==> config.mk <==
export PLATFORM = sky130hd
export DESIGN_NAME = sliding_window_median_filter_unit
export DESIGN_NICKNAME = d
export VERILOG_FILES = /design/src/hw/rtl/swmf_pkg.sv /design/src/hw/rtl/swmf_ctrl.sv /design/src/hw/rtl/swmf_datapath.sv /design/src/hw/rtl/sliding_window_median_filter_unit.sv
export SDC_FILE = /design/constraint.sdc
export NUM_CORES = 1
export LEC_CHECK = 0
export ABC_CLOCK_PERIOD_IN_PS = 3100
export BUFFER_PORTS_ARGS = -buffer_cell sky130_fd_sc_hd__buf_4
export CORE_MARGIN = 10
export CORE_UTILIZATION = 28
export CTS_BUF_LIST = sky130_fd_sc_hd__clkbuf_8
export DETAILED_ROUTE_END_ITERATION = 16
export PLACE_DENSITY_LB_ADDON = 0.08
export SYNTH_ARGS = -nofsm -noshare
export SYNTH_HDL_FRONTEND = slang
export SYNTH_SLANG_ARGS = --single-unit
export TNS_END_PERCENT = 5
==> constraint.sdc <==
create_clock -name clk -period 3.1 [get_ports clk]
set_input_delay 0 -clock clk [delete_from_list [all_inputs] [get_ports clk]]
set_output_delay 0 -clock clk [all_outputs]
set_load 0.01 [all_outputs]
==> src/hw/rtl/swmf_pkg.sv <==
// ----------------------------------------------------------------------------
// swmf_pkg
// Shared widths, types and controller states of the sliding window median
// filter.
// ----------------------------------------------------------------------------
`default_nettype none

package swmf_pkg;

  localparam int WINDOW = 8;
  localparam int IDX_W  = $clog2(WINDOW);
  localparam int CNT_W  = $clog2(WINDOW + 1);
  localparam int TEMP_W = 11;
  localparam int HUM_W  = 10;
  localparam int SIW_W  = 4;
  localparam int IN_W   = 24;
  localparam int OUT_W  = 32;

  typedef logic signed [TEMP_W-1:0] temp_t;
  typedef logic        [HUM_W-1:0]  hum_t;
  typedef logic        [CNT_W-1:0]  count_t;
  typedef logic        [IDX_W-1:0]  idx_t;

  typedef enum logic [2:0] {
    ST_IDLE,
    ST_SCAN,
    ST_DRAIN,
    ST_DECIDE,
    ST_FINISH
  } state_t;

  typedef struct packed {
    logic init;
    logic scan;
    logic decide;
    logic load;
  } cmd_t;

  typedef struct packed {
    logic j_last;
    logic done;
    logic out_free;
  } stat_t;

endpackage

`default_nettype wire

==> src/hw/rtl/swmf_ctrl.sv <==
// ----------------------------------------------------------------------------
// swmf_ctrl
// Sequencer of the rank-count sweep: accepts a beat, steps the scan over the
// window for each candidate entry, and hands the result to the output stage.
// ----------------------------------------------------------------------------
`default_nettype none

module swmf_ctrl (
  input  wire logic           clk,
  input  wire logic           rst,
  input  wire logic           in_valid,
  output logic                in_ready,
  input  wire swmf_pkg::stat_t stat,
  output swmf_pkg::cmd_t      cmd
);
  import swmf_pkg::*;

  state_t state;
  state_t state_next;

  always_ff @(posedge clk) begin
    if (rst) begin
      state <= ST_IDLE;
    end else begin
      state <= state_next;
    end
  end

  always_comb begin
    state_next = state;
    case (state)
      ST_IDLE: begin
        if (in_valid) state_next = ST_SCAN;
      end
      ST_SCAN: begin
        if (stat.j_last) state_next = ST_DRAIN;
      end
      ST_DRAIN: begin
        state_next = ST_DECIDE;
      end
      ST_DECIDE: begin
        state_next = stat.done ? ST_FINISH : ST_SCAN;
      end
      ST_FINISH: begin
        if (stat.out_free) state_next = ST_IDLE;
      end
      default: begin
        state_next = ST_IDLE;
      end
    endcase
  end

  // No beat is taken while reset is held.
  always_comb begin
    cmd      = '0;
    in_ready = 1'b0;
    case (state)
      ST_IDLE: begin
        in_ready = !rst;
        cmd.init = in_valid && !rst;
      end
      ST_SCAN: begin
        cmd.scan = 1'b1;
      end
      ST_DECIDE: begin
        cmd.decide = 1'b1;
      end
      ST_FINISH: begin
        cmd.load = stat.out_free;
      end
      default: begin
        cmd = '0;
      end
    endcase
  end

endmodule

`default_nettype wire

==> src/hw/rtl/swmf_datapath.sv <==
// ----------------------------------------------------------------------------
// swmf_datapath
// Reading rings, rank counters for both channels and the output register.
// ----------------------------------------------------------------------------
`default_nettype none

module swmf_datapath (
  input  wire logic            clk,
  input  wire logic            rst,
  input  wire swmf_pkg::cmd_t  cmd,
  output swmf_pkg::stat_t      stat,
  input  wire swmf_pkg::temp_t temp_in,
  input  wire swmf_pkg::hum_t  hum_in,
  output logic                 out_valid,
  input  wire logic            out_ready,
  output swmf_pkg::temp_t      temp_med_out,
  output swmf_pkg::hum_t       hum_med_out,
  output logic [swmf_pkg::SIW_W-1:0] count_out
);
  import swmf_pkg::*;

  temp_t  temp_ring [WINDOW];
  hum_t   hum_ring  [WINDOW];
  idx_t   write_slot;
  count_t fill_count;

  idx_t   i_idx;
  idx_t   j_idx;
  logic   acc_en;

  temp_t  t_cand;
  temp_t  t_other;
  hum_t   h_cand;
  hum_t   h_other;

  count_t t_below;
  count_t t_same;
  count_t h_below;
  count_t h_same;
  logic   t_found;
  logic   h_found;
  temp_t  t_med;
  hum_t   h_med;

  count_t              target;
  count_t              fc_m1;
  logic [CNT_W:0]      t_upper;
  logic [CNT_W:0]      h_upper;
  logic                t_hit;
  logic                h_hit;

  // Ring storage; the new reading is written on the accepting edge.
  always_ff @(posedge clk) begin
    if (cmd.init) begin
      temp_ring[write_slot] <= temp_in;
      hum_ring[write_slot]  <= hum_in;
    end
    t_cand  <= temp_ring[i_idx];
    t_other <= temp_ring[j_idx];
    h_cand  <= hum_ring[i_idx];
    h_other <= hum_ring[j_idx];
  end

  always_ff @(posedge clk) begin
    if (rst) begin
      write_slot <= '0;
      fill_count <= '0;
    end else if (cmd.init) begin
      write_slot <= (write_slot == IDX_W'(WINDOW - 1)) ? '0 : write_slot + 1'b1;
      if (fill_count != CNT_W'(WINDOW)) fill_count <= fill_count + 1'b1;
    end
  end

  // Scan addresses: i picks the candidate, j walks the filled entries.
  always_ff @(posedge clk) begin
    if (rst) begin
      i_idx  <= '0;
      j_idx  <= '0;
      acc_en <= 1'b0;
    end else begin
      acc_en <= cmd.scan;
      if (cmd.init) begin
        i_idx <= '0;
        j_idx <= '0;
      end else if (cmd.decide) begin
        i_idx <= i_idx + 1'b1;
        j_idx <= '0;
      end else if (cmd.scan) begin
        j_idx <= j_idx + 1'b1;
      end
    end
  end

  assign target  = fill_count >> 1;
  assign fc_m1   = fill_count - 1'b1;
  assign t_upper = {1'b0, t_below} + {1'b0, t_same};
  assign h_upper = {1'b0, h_below} + {1'b0, h_same};
  assign t_hit   = (t_below <= target) && ({1'b0, target} < t_upper);
  assign h_hit   = (h_below <= target) && ({1'b0, target} < h_upper);

  // Read data arrives in the cycle after its address, so counting follows acc_en.
  always_ff @(posedge clk) begin
    if (cmd.init || cmd.decide) begin
      t_below <= '0;
      t_same  <= '0;
      h_below <= '0;
      h_same  <= '0;
    end else if (acc_en) begin
      if (t_other < t_cand) t_below <= t_below + 1'b1;
      else if (t_other == t_cand) t_same <= t_same + 1'b1;
      if (h_other < h_cand) h_below <= h_below + 1'b1;
      else if (h_other == h_cand) h_same <= h_same + 1'b1;
    end
  end

  always_ff @(posedge clk) begin
    if (rst) begin
      t_found <= 1'b0;
      h_found <= 1'b0;
    end else if (cmd.init) begin
      t_found <= 1'b0;
      h_found <= 1'b0;
    end else if (cmd.decide) begin
      if (t_hit) t_found <= 1'b1;
      if (h_hit) h_found <= 1'b1;
    end
  end

  always_ff @(posedge clk) begin
    if (cmd.decide && t_hit && !t_found) t_med <= t_cand;
    if (cmd.decide && h_hit && !h_found) h_med <= h_cand;
  end

  always_ff @(posedge clk) begin
    if (rst) begin
      out_valid <= 1'b0;
    end else if (cmd.load) begin
      out_valid <= 1'b1;
    end else if (out_ready) begin
      out_valid <= 1'b0;
    end
  end

  always_ff @(posedge clk) begin
    if (cmd.load) begin
      temp_med_out <= t_med;
      hum_med_out  <= h_med;
      count_out    <= SIW_W'(fill_count);
    end
  end

  assign stat.j_last   = (CNT_W'(j_idx) == fc_m1);
  assign stat.done     = (t_found || t_hit) && (h_found || h_hit);
  assign stat.out_free = !out_valid || out_ready;

endmodule

`default_nettype wire

==> src/hw/rtl/sliding_window_median_filter_unit.sv <==
// ----------------------------------------------------------------------------
// sliding_window_median_filter_unit
// Running median of the last WINDOW temperature and humidity readings.
// ----------------------------------------------------------------------------
// One beat is worked at a time; the next is taken once the result sits in
// the output register. The rank-count scan over the ring sets the rate.
// Reset clears the fill count and write slot; ring contents need no clearing.
`default_nettype none

module sliding_window_median_filter_unit (
  input  wire logic                        clk,
  input  wire logic                        rst,
  input  wire logic                        s_axis_tvalid,
  output logic                             s_axis_tready,
  // [10:0] temperature_sample, [20:11] humidity_sample, [23:21] zero
  input  wire logic [swmf_pkg::IN_W-1:0]   s_axis_tdata,
  output logic                             m_axis_tvalid,
  input  wire logic                        m_axis_tready,
  // [10:0] temperature_median, [20:11] humidity_median,
  // [24:21] samples_in_window, [31:25] zero
  output logic [swmf_pkg::OUT_W-1:0]       m_axis_tdata
);
  import swmf_pkg::*;

  cmd_t  cmd;
  stat_t stat;
  temp_t temp_med;
  hum_t  hum_med;
  logic [SIW_W-1:0] count;

  swmf_ctrl u_ctrl (
    .clk      (clk),
    .rst      (rst),
    .in_valid (s_axis_tvalid),
    .in_ready (s_axis_tready),
    .stat     (stat),
    .cmd      (cmd)
  );

  swmf_datapath u_datapath (
    .clk          (clk),
    .rst          (rst),
    .cmd          (cmd),
    .stat         (stat),
    .temp_in      (s_axis_tdata[TEMP_W-1:0]),
    .hum_in       (s_axis_tdata[TEMP_W+HUM_W-1:TEMP_W]),
    .out_valid    (m_axis_tvalid),
    .out_ready    (m_axis_tready),
    .temp_med_out (temp_med),
    .hum_med_out  (hum_med),
    .count_out    (count)
  );

  assign m_axis_tdata = {{(OUT_W - TEMP_W - HUM_W - SIW_W){1'b0}}, count, hum_med, temp_med};

endmodule

`default_nettype wire

### After elaboration in Yosys (flattened, before gate mapping)

Memories as Yosys holds them, arrays and structs flattened. A register that Yosys moved wholly into a read port is not among the register bits.
Index checks and enable logic that the tools add are counted.
W data, S select, Z words.

| storage, ports and cells | value |
|---|---|
| register bits | 82 |
| output and inout port bits | 34 |
| latch bits | 0 |
| input port bits | 28 |
| memory bits (writable) | 168 |
| memories kept | 2 |
| ROM bits | 0 |

| cells by class | value |
|---|---|
| multiply operators | 0 |
| order comparisons | 6 |
| div/mod/pow operators | 0 |
| bitwise operators | 2 |
| add/subtract/negate cells | 11 |
| muxes and demuxes | 15 |
| shift-type cells | 0 |
| equality and inequality tests | 12 |
| reductions and logical operators | 28 |

Memories:

| name | depth | width | rd ports | clocked after Yosys merged registers in | wr ports | line | RTL |
|---|---|---|---|---|---|---|---|
| u_datapath.temp_ring | 8 | 11 | 2 | 2 | 1 | swmf_datapath.sv:22 | `temp_t temp_ring [WINDOW];` |
| u_datapath.hum_ring | 8 | 10 | 2 | 2 | 1 | swmf_datapath.sv:23 | `hum_t hum_ring [WINDOW];` |

Operator list:

| kind | count |
|---|---|
| $add A4 B1 Y4 const B | 5 |
| $mux W3 | 5 |
| $pmux W3 S5 | 1 |
| $eq A11 B11 Y1 | 1 |
| $lt A11 B11 Y1 | 1 |
| $add A4 B4 Y5 | 2 |
| $eq A10 B10 Y1 | 1 |
| $lt A10 B10 Y1 | 1 |
| $lt A3 B5 Y1 | 2 |
| $reduce_and A2 Y1 | 5 |
| $add A3 B1 Y3 const B | 3 |
| $mux W1 | 9 |
| $reduce_and A3 Y1 | 3 |
| $le A4 B3 Y1 | 2 |
| $logic_and A1 B1 Y1 | 8 |
| $eq A3 B2 Y1 const B | 2 |
| $eq A3 B3 Y1 const B | 2 |
| $eq A3 B4 Y1 | 1 |
| $logic_not A1 Y1 | 4 |
| $logic_or A1 B1 Y1 | 4 |
| $ne A2 B2 Y1 const B | 2 |
| $ne A4 B4 Y1 const B | 1 |
| $sub A4 B1 Y4 const B | 1 |
| $eq A3 B1 Y1 const B | 1 |
| other kinds (6) | 7 |

### Longest topological paths before layout

| logic depth | value |
|---|---|
| depth in word-level cells | 7 |
| mapped depth | 14 |
| depth with buffers taken out | 14 |

### By module

From an unflattened synthesis, not the netlist that was laid out.

| second synthesis, totals | value |
|---|---|
| cell total of the unflattened synthesis | 742 |
| area, all modules | 12,669.7 µm² |

Modules (own cells, without submodules):

| module | area an instance (µm²) | seq. area each (µm²) | cells each | times used |
|---|---|---|---|---|
| swmf_datapath | 12,348.1 | 7,927.6 | 708 | 1 |
| swmf_ctrl | 265.3 | 60.1 | 26 | 1 |
| sliding_window_median_filter_unit | 56.3 | 0.0 | 8 | 1 |

### Worst setup path after synthesis

OpenSTA, ideal clock, no wires.

| timing | value |
|---|---|
| kind | flip-flop to flip-flop |
| start | register u_ctrl.state[2] |
| end | memory u_datapath.hum_ring[0][0] (netlist bit), enable pin |
| data arrival time | 3.099 ns |
| cell stages (with the launch flop) | 4 |
| period minus slack after synthesis | 3.551 ns |
| library setup time | 0.453 ns |
| setup slack | -0.451 ns |
| data required time | 2.647 ns |
| cell sequence | dfxtp_1 > nor4_2 > nand2_1 > nor4_1 |

| on the way | value |
|---|---|
| word-level cells in the longest chain between the ends | 4 |

RTL lines:

| element | line | RTL |
|---|---|---|
| start: declaration | swmf_ctrl.sv:18 | `state_t state;` |
| start signal: assignment | swmf_ctrl.sv:25 | `state <= state_next;` |
| $logic_not A3 Y1 | swmf_ctrl.sv:57 | `case (state)` |
| $mux W1 | swmf_ctrl.sv:57 |  |
| $mux W1 | swmf_datapath.sv:54 | `if (cmd.init) begin` |
| $mux W1 (not written as such) | swmf_datapath.sv:56 | `hum_ring[write_slot] <= hum_in;` |
| end: declaration | swmf_datapath.sv:23 |  |

No other way between the ends.

### Final worst setup path

| timing | value |
|---|---|
| start | register u_datapath.t_cand[1] (read register of u_datapath.temp_ring) |
| end | register u_datapath.t_same[3] |

| on the way | value |
|---|---|
| word-level cells in the longest chain between the ends | 3 |

RTL lines:

| element | line | RTL |
|---|---|---|
| start: declaration | swmf_datapath.sv:31 | `temp_t t_cand;` |
| $lt A11 B11 Y1 | swmf_datapath.sv:109 | `if (t_other < t_cand) t_below <= t_below + 1'b1;` |
| $not A1 Y1 (no source line) | - |  |
| $reduce_and A3 Y1 (no source line) (*) | - |  |
| end signal: assignment | swmf_datapath.sv:110 | `else if (t_other == t_cand) t_same <= t_same + 1'b1;` |
| end: declaration | swmf_datapath.sv:37 | `count_t t_same;` |

Every way passes the cells marked *; elsewhere a longest branch is shown, timed or not.
A chain may end at the register's enable or synchronous reset.

==> flow_summary.json <==
{
  "outcome": "finished clean",
  "ant_nets": 0,
  "cap_violations": 0,
  "setup_violations": 0,
  "syn_area_um2": 12520,
  "synth_compound_area_frac": 0.02947,
  "finalCritPeriodShare": 0.8855,
  "cp_max_fo": 4,
  "reg2reg_depth": 14,
  "critical_path_required_ps": 3560,
  "place.gp.congestion": 0.7180,
  "cts_buffers": 52,
  "end_kind": "register",
  "die_x_um": 231.5,
  "route.detailed.drc": 0,
  "cts_tree": "built",
  "max_slew_margin": 0.4321,
  "rows": 77,
  "drive_above_1_share": 0.3163,
  "synth_mux_area_frac": 0.1944,
  "r2r_end": "u_datapath.t_same[3]",
  "wire_per_inst_um": 19.88,
  "ys_ff_latch": 292,
  "cp.arrival_ps": 3200,
  "clk_pin_slew_worst_paths_ps": 60,
  "clk_latency_ps": 610,
  "synthSimpleGateAreaFrac": 0.04316,
  "synthArstFlopShare": 0,
  "numClockSinks": 292,
  "area_growth_pct": 19.37,
  "fmax_ghz": 0.3643,
  "hold_start": "s_axis_tdata[11]",
  "synth_edf_count": 214,
  "synthCells": 738,
  "core_region_area_um2": 44220,
  "power.leakage_nw": 5.210,
  "vias_per_cell": 4.482,
  "swShare": 0.2395,
  "r2r-start": "u_datapath.t_cand[1]",
  "grt_pass1_vias": 7502,
  "r2r_setup_slack_ps": 350,
  "die_area_um2": 53590,
  "fin_nets": 939,
  "synth_ff_type": "edfxtp_1",
  "drtIter0Drc": 340,
  "holdPathEnd": "u_datapath.hum_ring[5][0]",
  "grt_remaining_overflow": 0,
  "yosys_warnings": 0,
  "p_int_mw": 6.288,
  "synth_adder_area_share": 0.05315,
  "cts_max_path_buffers": 3,
  "grt_max_degree": 45,
  "synth_cell_types": 47,
  "hold_slack_ps": 164.2,
  "fin_tns_setup_ps": 0,
  "clkPwrFrac": 0.392,
  "seq_area_frac_synth": 0.6378,
  "numPortBuffers": 51,
  "critPathLaunchType": "register",
  "dp_hpwl_mm": 18.62,
  "synth_xor_area_frac": 0.01538,
  "synth_area_per_cell_um2": 16.97,
  "power_density_nw_per_um2": 553.1,
  "hp-class": "input port to register",
  "yosys.area.top_type": "edfxtp_1",
  "drt-total-wl_mm": 29.70,
  "fin_crit_ps": 2745,
  "power_frac_comb": 0.080,
  "holdPathStages": 2,
  "cts_max_level": 2,
  "critical_path_class": "register to register",
  "cts_root_buf": "clkbuf_8",
  "die_h_um": 231.5,
  "initial_utilization": 0.2832,
  "timing_hold_violations_final": 0,
  "pwr-share-seq": 0.528,
  "postCtsSetupBuffers": 0,
  "worstMarginPinSlew_ps": 851.9,
  "yosysTopAreaCellShare": 0.5131,
  "peakVddDrop_mv": 0.2210,
  "ios": 62,
  "synth_top_family_by_area": "multiplexers",
  "antenna_found_initial": 3,
  "rsz0062_at_grt": "false",
  "power.switching_mw": 1.981,
  "skew_ps": 18.68,
  "vias": 6696,
  "gr-usage-all-layers": 0.1134,
  "first_pass_iters": 4,
  "finalMaxSlewViolations": 0,
  "yosys-top-cells-area": "edfxtp_1 51%, mux4_2 15%, dfxtp_1 12%, ha_1 5.0%, mux2_2 3.8%",
  "grt_pass1_wl_mm": 45.73
}
-- power by group through the flow --
stage / Sequential, mW / Clock [mW] / Combinational (mW)
after global routing: 4.38 / 3.56 / 0.741
after detailed placement: 4.45 / 0 / 0.640
final: 4.37 / 3.24 / 0.658
after global placement: 4.44 / 0 / 0.631
after CTS: 4.37 / 3.39 / 0.672
after floorplan: 4.40 / 0 / 0.449
-- area by class of cell --
| class | instances | area [um^2] |
|---|---|---|
| fill | 4216 | 29270 |
| sequential | 292 | 7994 |
| multi-input combinational | 376 | 4274 |
| timing repair buffer | 98 | 860.8 |
| tap | 592 | 740.7 |
| clock buffer | 53 | 729.5 |
| clock inverter | 43 | 202.7 |
| inverter | 39 | 146.4 |
| antenna | 1 | 2.502 |
-- repair_timing --
| action | in CTS | in global routing |
|---|---|---|
| hold endpoints to repair | 192 | 0 |
| hold buffers | 25 | 0 |
| gates resized for setup | 0 | 0 |
-- placed cells by master (no fill, tap or decap), drive strengths merged, types with 6 or more instances in the layout --
master       count
nand3            6
clkinv          22
nand4            7
clkbuf          53
nor3            19
ha              50
xnor2           15
o21ai            9
dlygate4sd3     25
a31oi            6
a21oi           14
mux4            84
edfxtp         214
nand2b           8
mux2i            7
mux2            42
nor2            33
xor2             7
inv             59
conb             7
dfxtp           78
buf             73
nand2           16
-- worst max-delay path by stage --
stage	startpoint	endpoint	cells after the start
2_1_floorplan	u_ctrl.state[2]	u_datapath.hum_ring[1][0]	5
3_3_place_gp	u_datapath.t_cand[1]	u_datapath.t_below[3]	13
3_5_place_dp	u_datapath.t_cand[1]	u_datapath.t_same[3]	14
4_1_cts	u_datapath.t_cand[1]	u_datapath.t_same[3]	14
5_1_grt	u_datapath.t_cand[1]	u_datapath.t_same[2]	14
6_report	u_datapath.t_cand[1]	u_datapath.t_same[3]	14
-- registers in the layout, summed over array words and instances (netlist names), 11 cells and up --
name and count:
u_datapath.hum_ring 80, u_datapath.t_cand 11, u_datapath.t_med 11, u_datapath.t_other 11, u_datapath.temp_med_out 11, u_datapath.temp_ring 88
-- per-stage QoR --
step                cell area, um^2  std cells  utilization  setup WS (ps)  power (mW)
floorplan                     12550        744            -         -1.611       4.846
global placement              13770       1372       0.3113          414.9       5.076
detailed placement            13770       1372       0.3113          320.4       5.090
CTS                           14950       1493       0.3380          322.4       8.433
global route                  14950       1494       0.3381          89.59       8.682
finish                        14950       1494       0.3381          354.9       8.269
-- worst max-delay path: stages (launching register included) --
cell and delay, ps:
dfxtp_1 320, inv_1 50, ha_1 280, nor2b_1 130, o21a_1 120, o21ai_0 70, nand2b_1 70, a2111oi_0 110
nor3_1 220, ha_1 170, nand4_1 70, nor3_1 580, nand4_1 200, xor2_1 170, nor2_1 50
-- per-layer routing --
layer | part of all wire | global-route usage | routed length (um)
met1 | 0.44 | 0.1407 | 13100
met2 | 0.49 | 0.1892 | 14430
met3 | 0.050 | 0.02639 | 1489
met4 | 0.022 | 0.04255 | 666
met5 | 0.00024 | 0 | 7
-- kinds of logic after synthesis --
family	Yosys count
buffers and inverters	76
AO/OA/AOI/OAI	54
other	1
multiplexers	133
XOR/XNOR	22
AND/OR/NAND/NOR	108
adder cells (fa/ha/maj)	52
flip-flops	292
-- Yosys cell counts, drive strengths merged (8+ instances only) --
cell    count
clkbuf     17
a21oi      14
nor3       19
nand2      16
buf        20
dfxtp      78
mux4       84
inv        39
nor2       33
mux2       42
nand2b      8
o21ai       9
ha         50
edfxtp    214
xnor2      15
(Power assumes the default switching activity.)
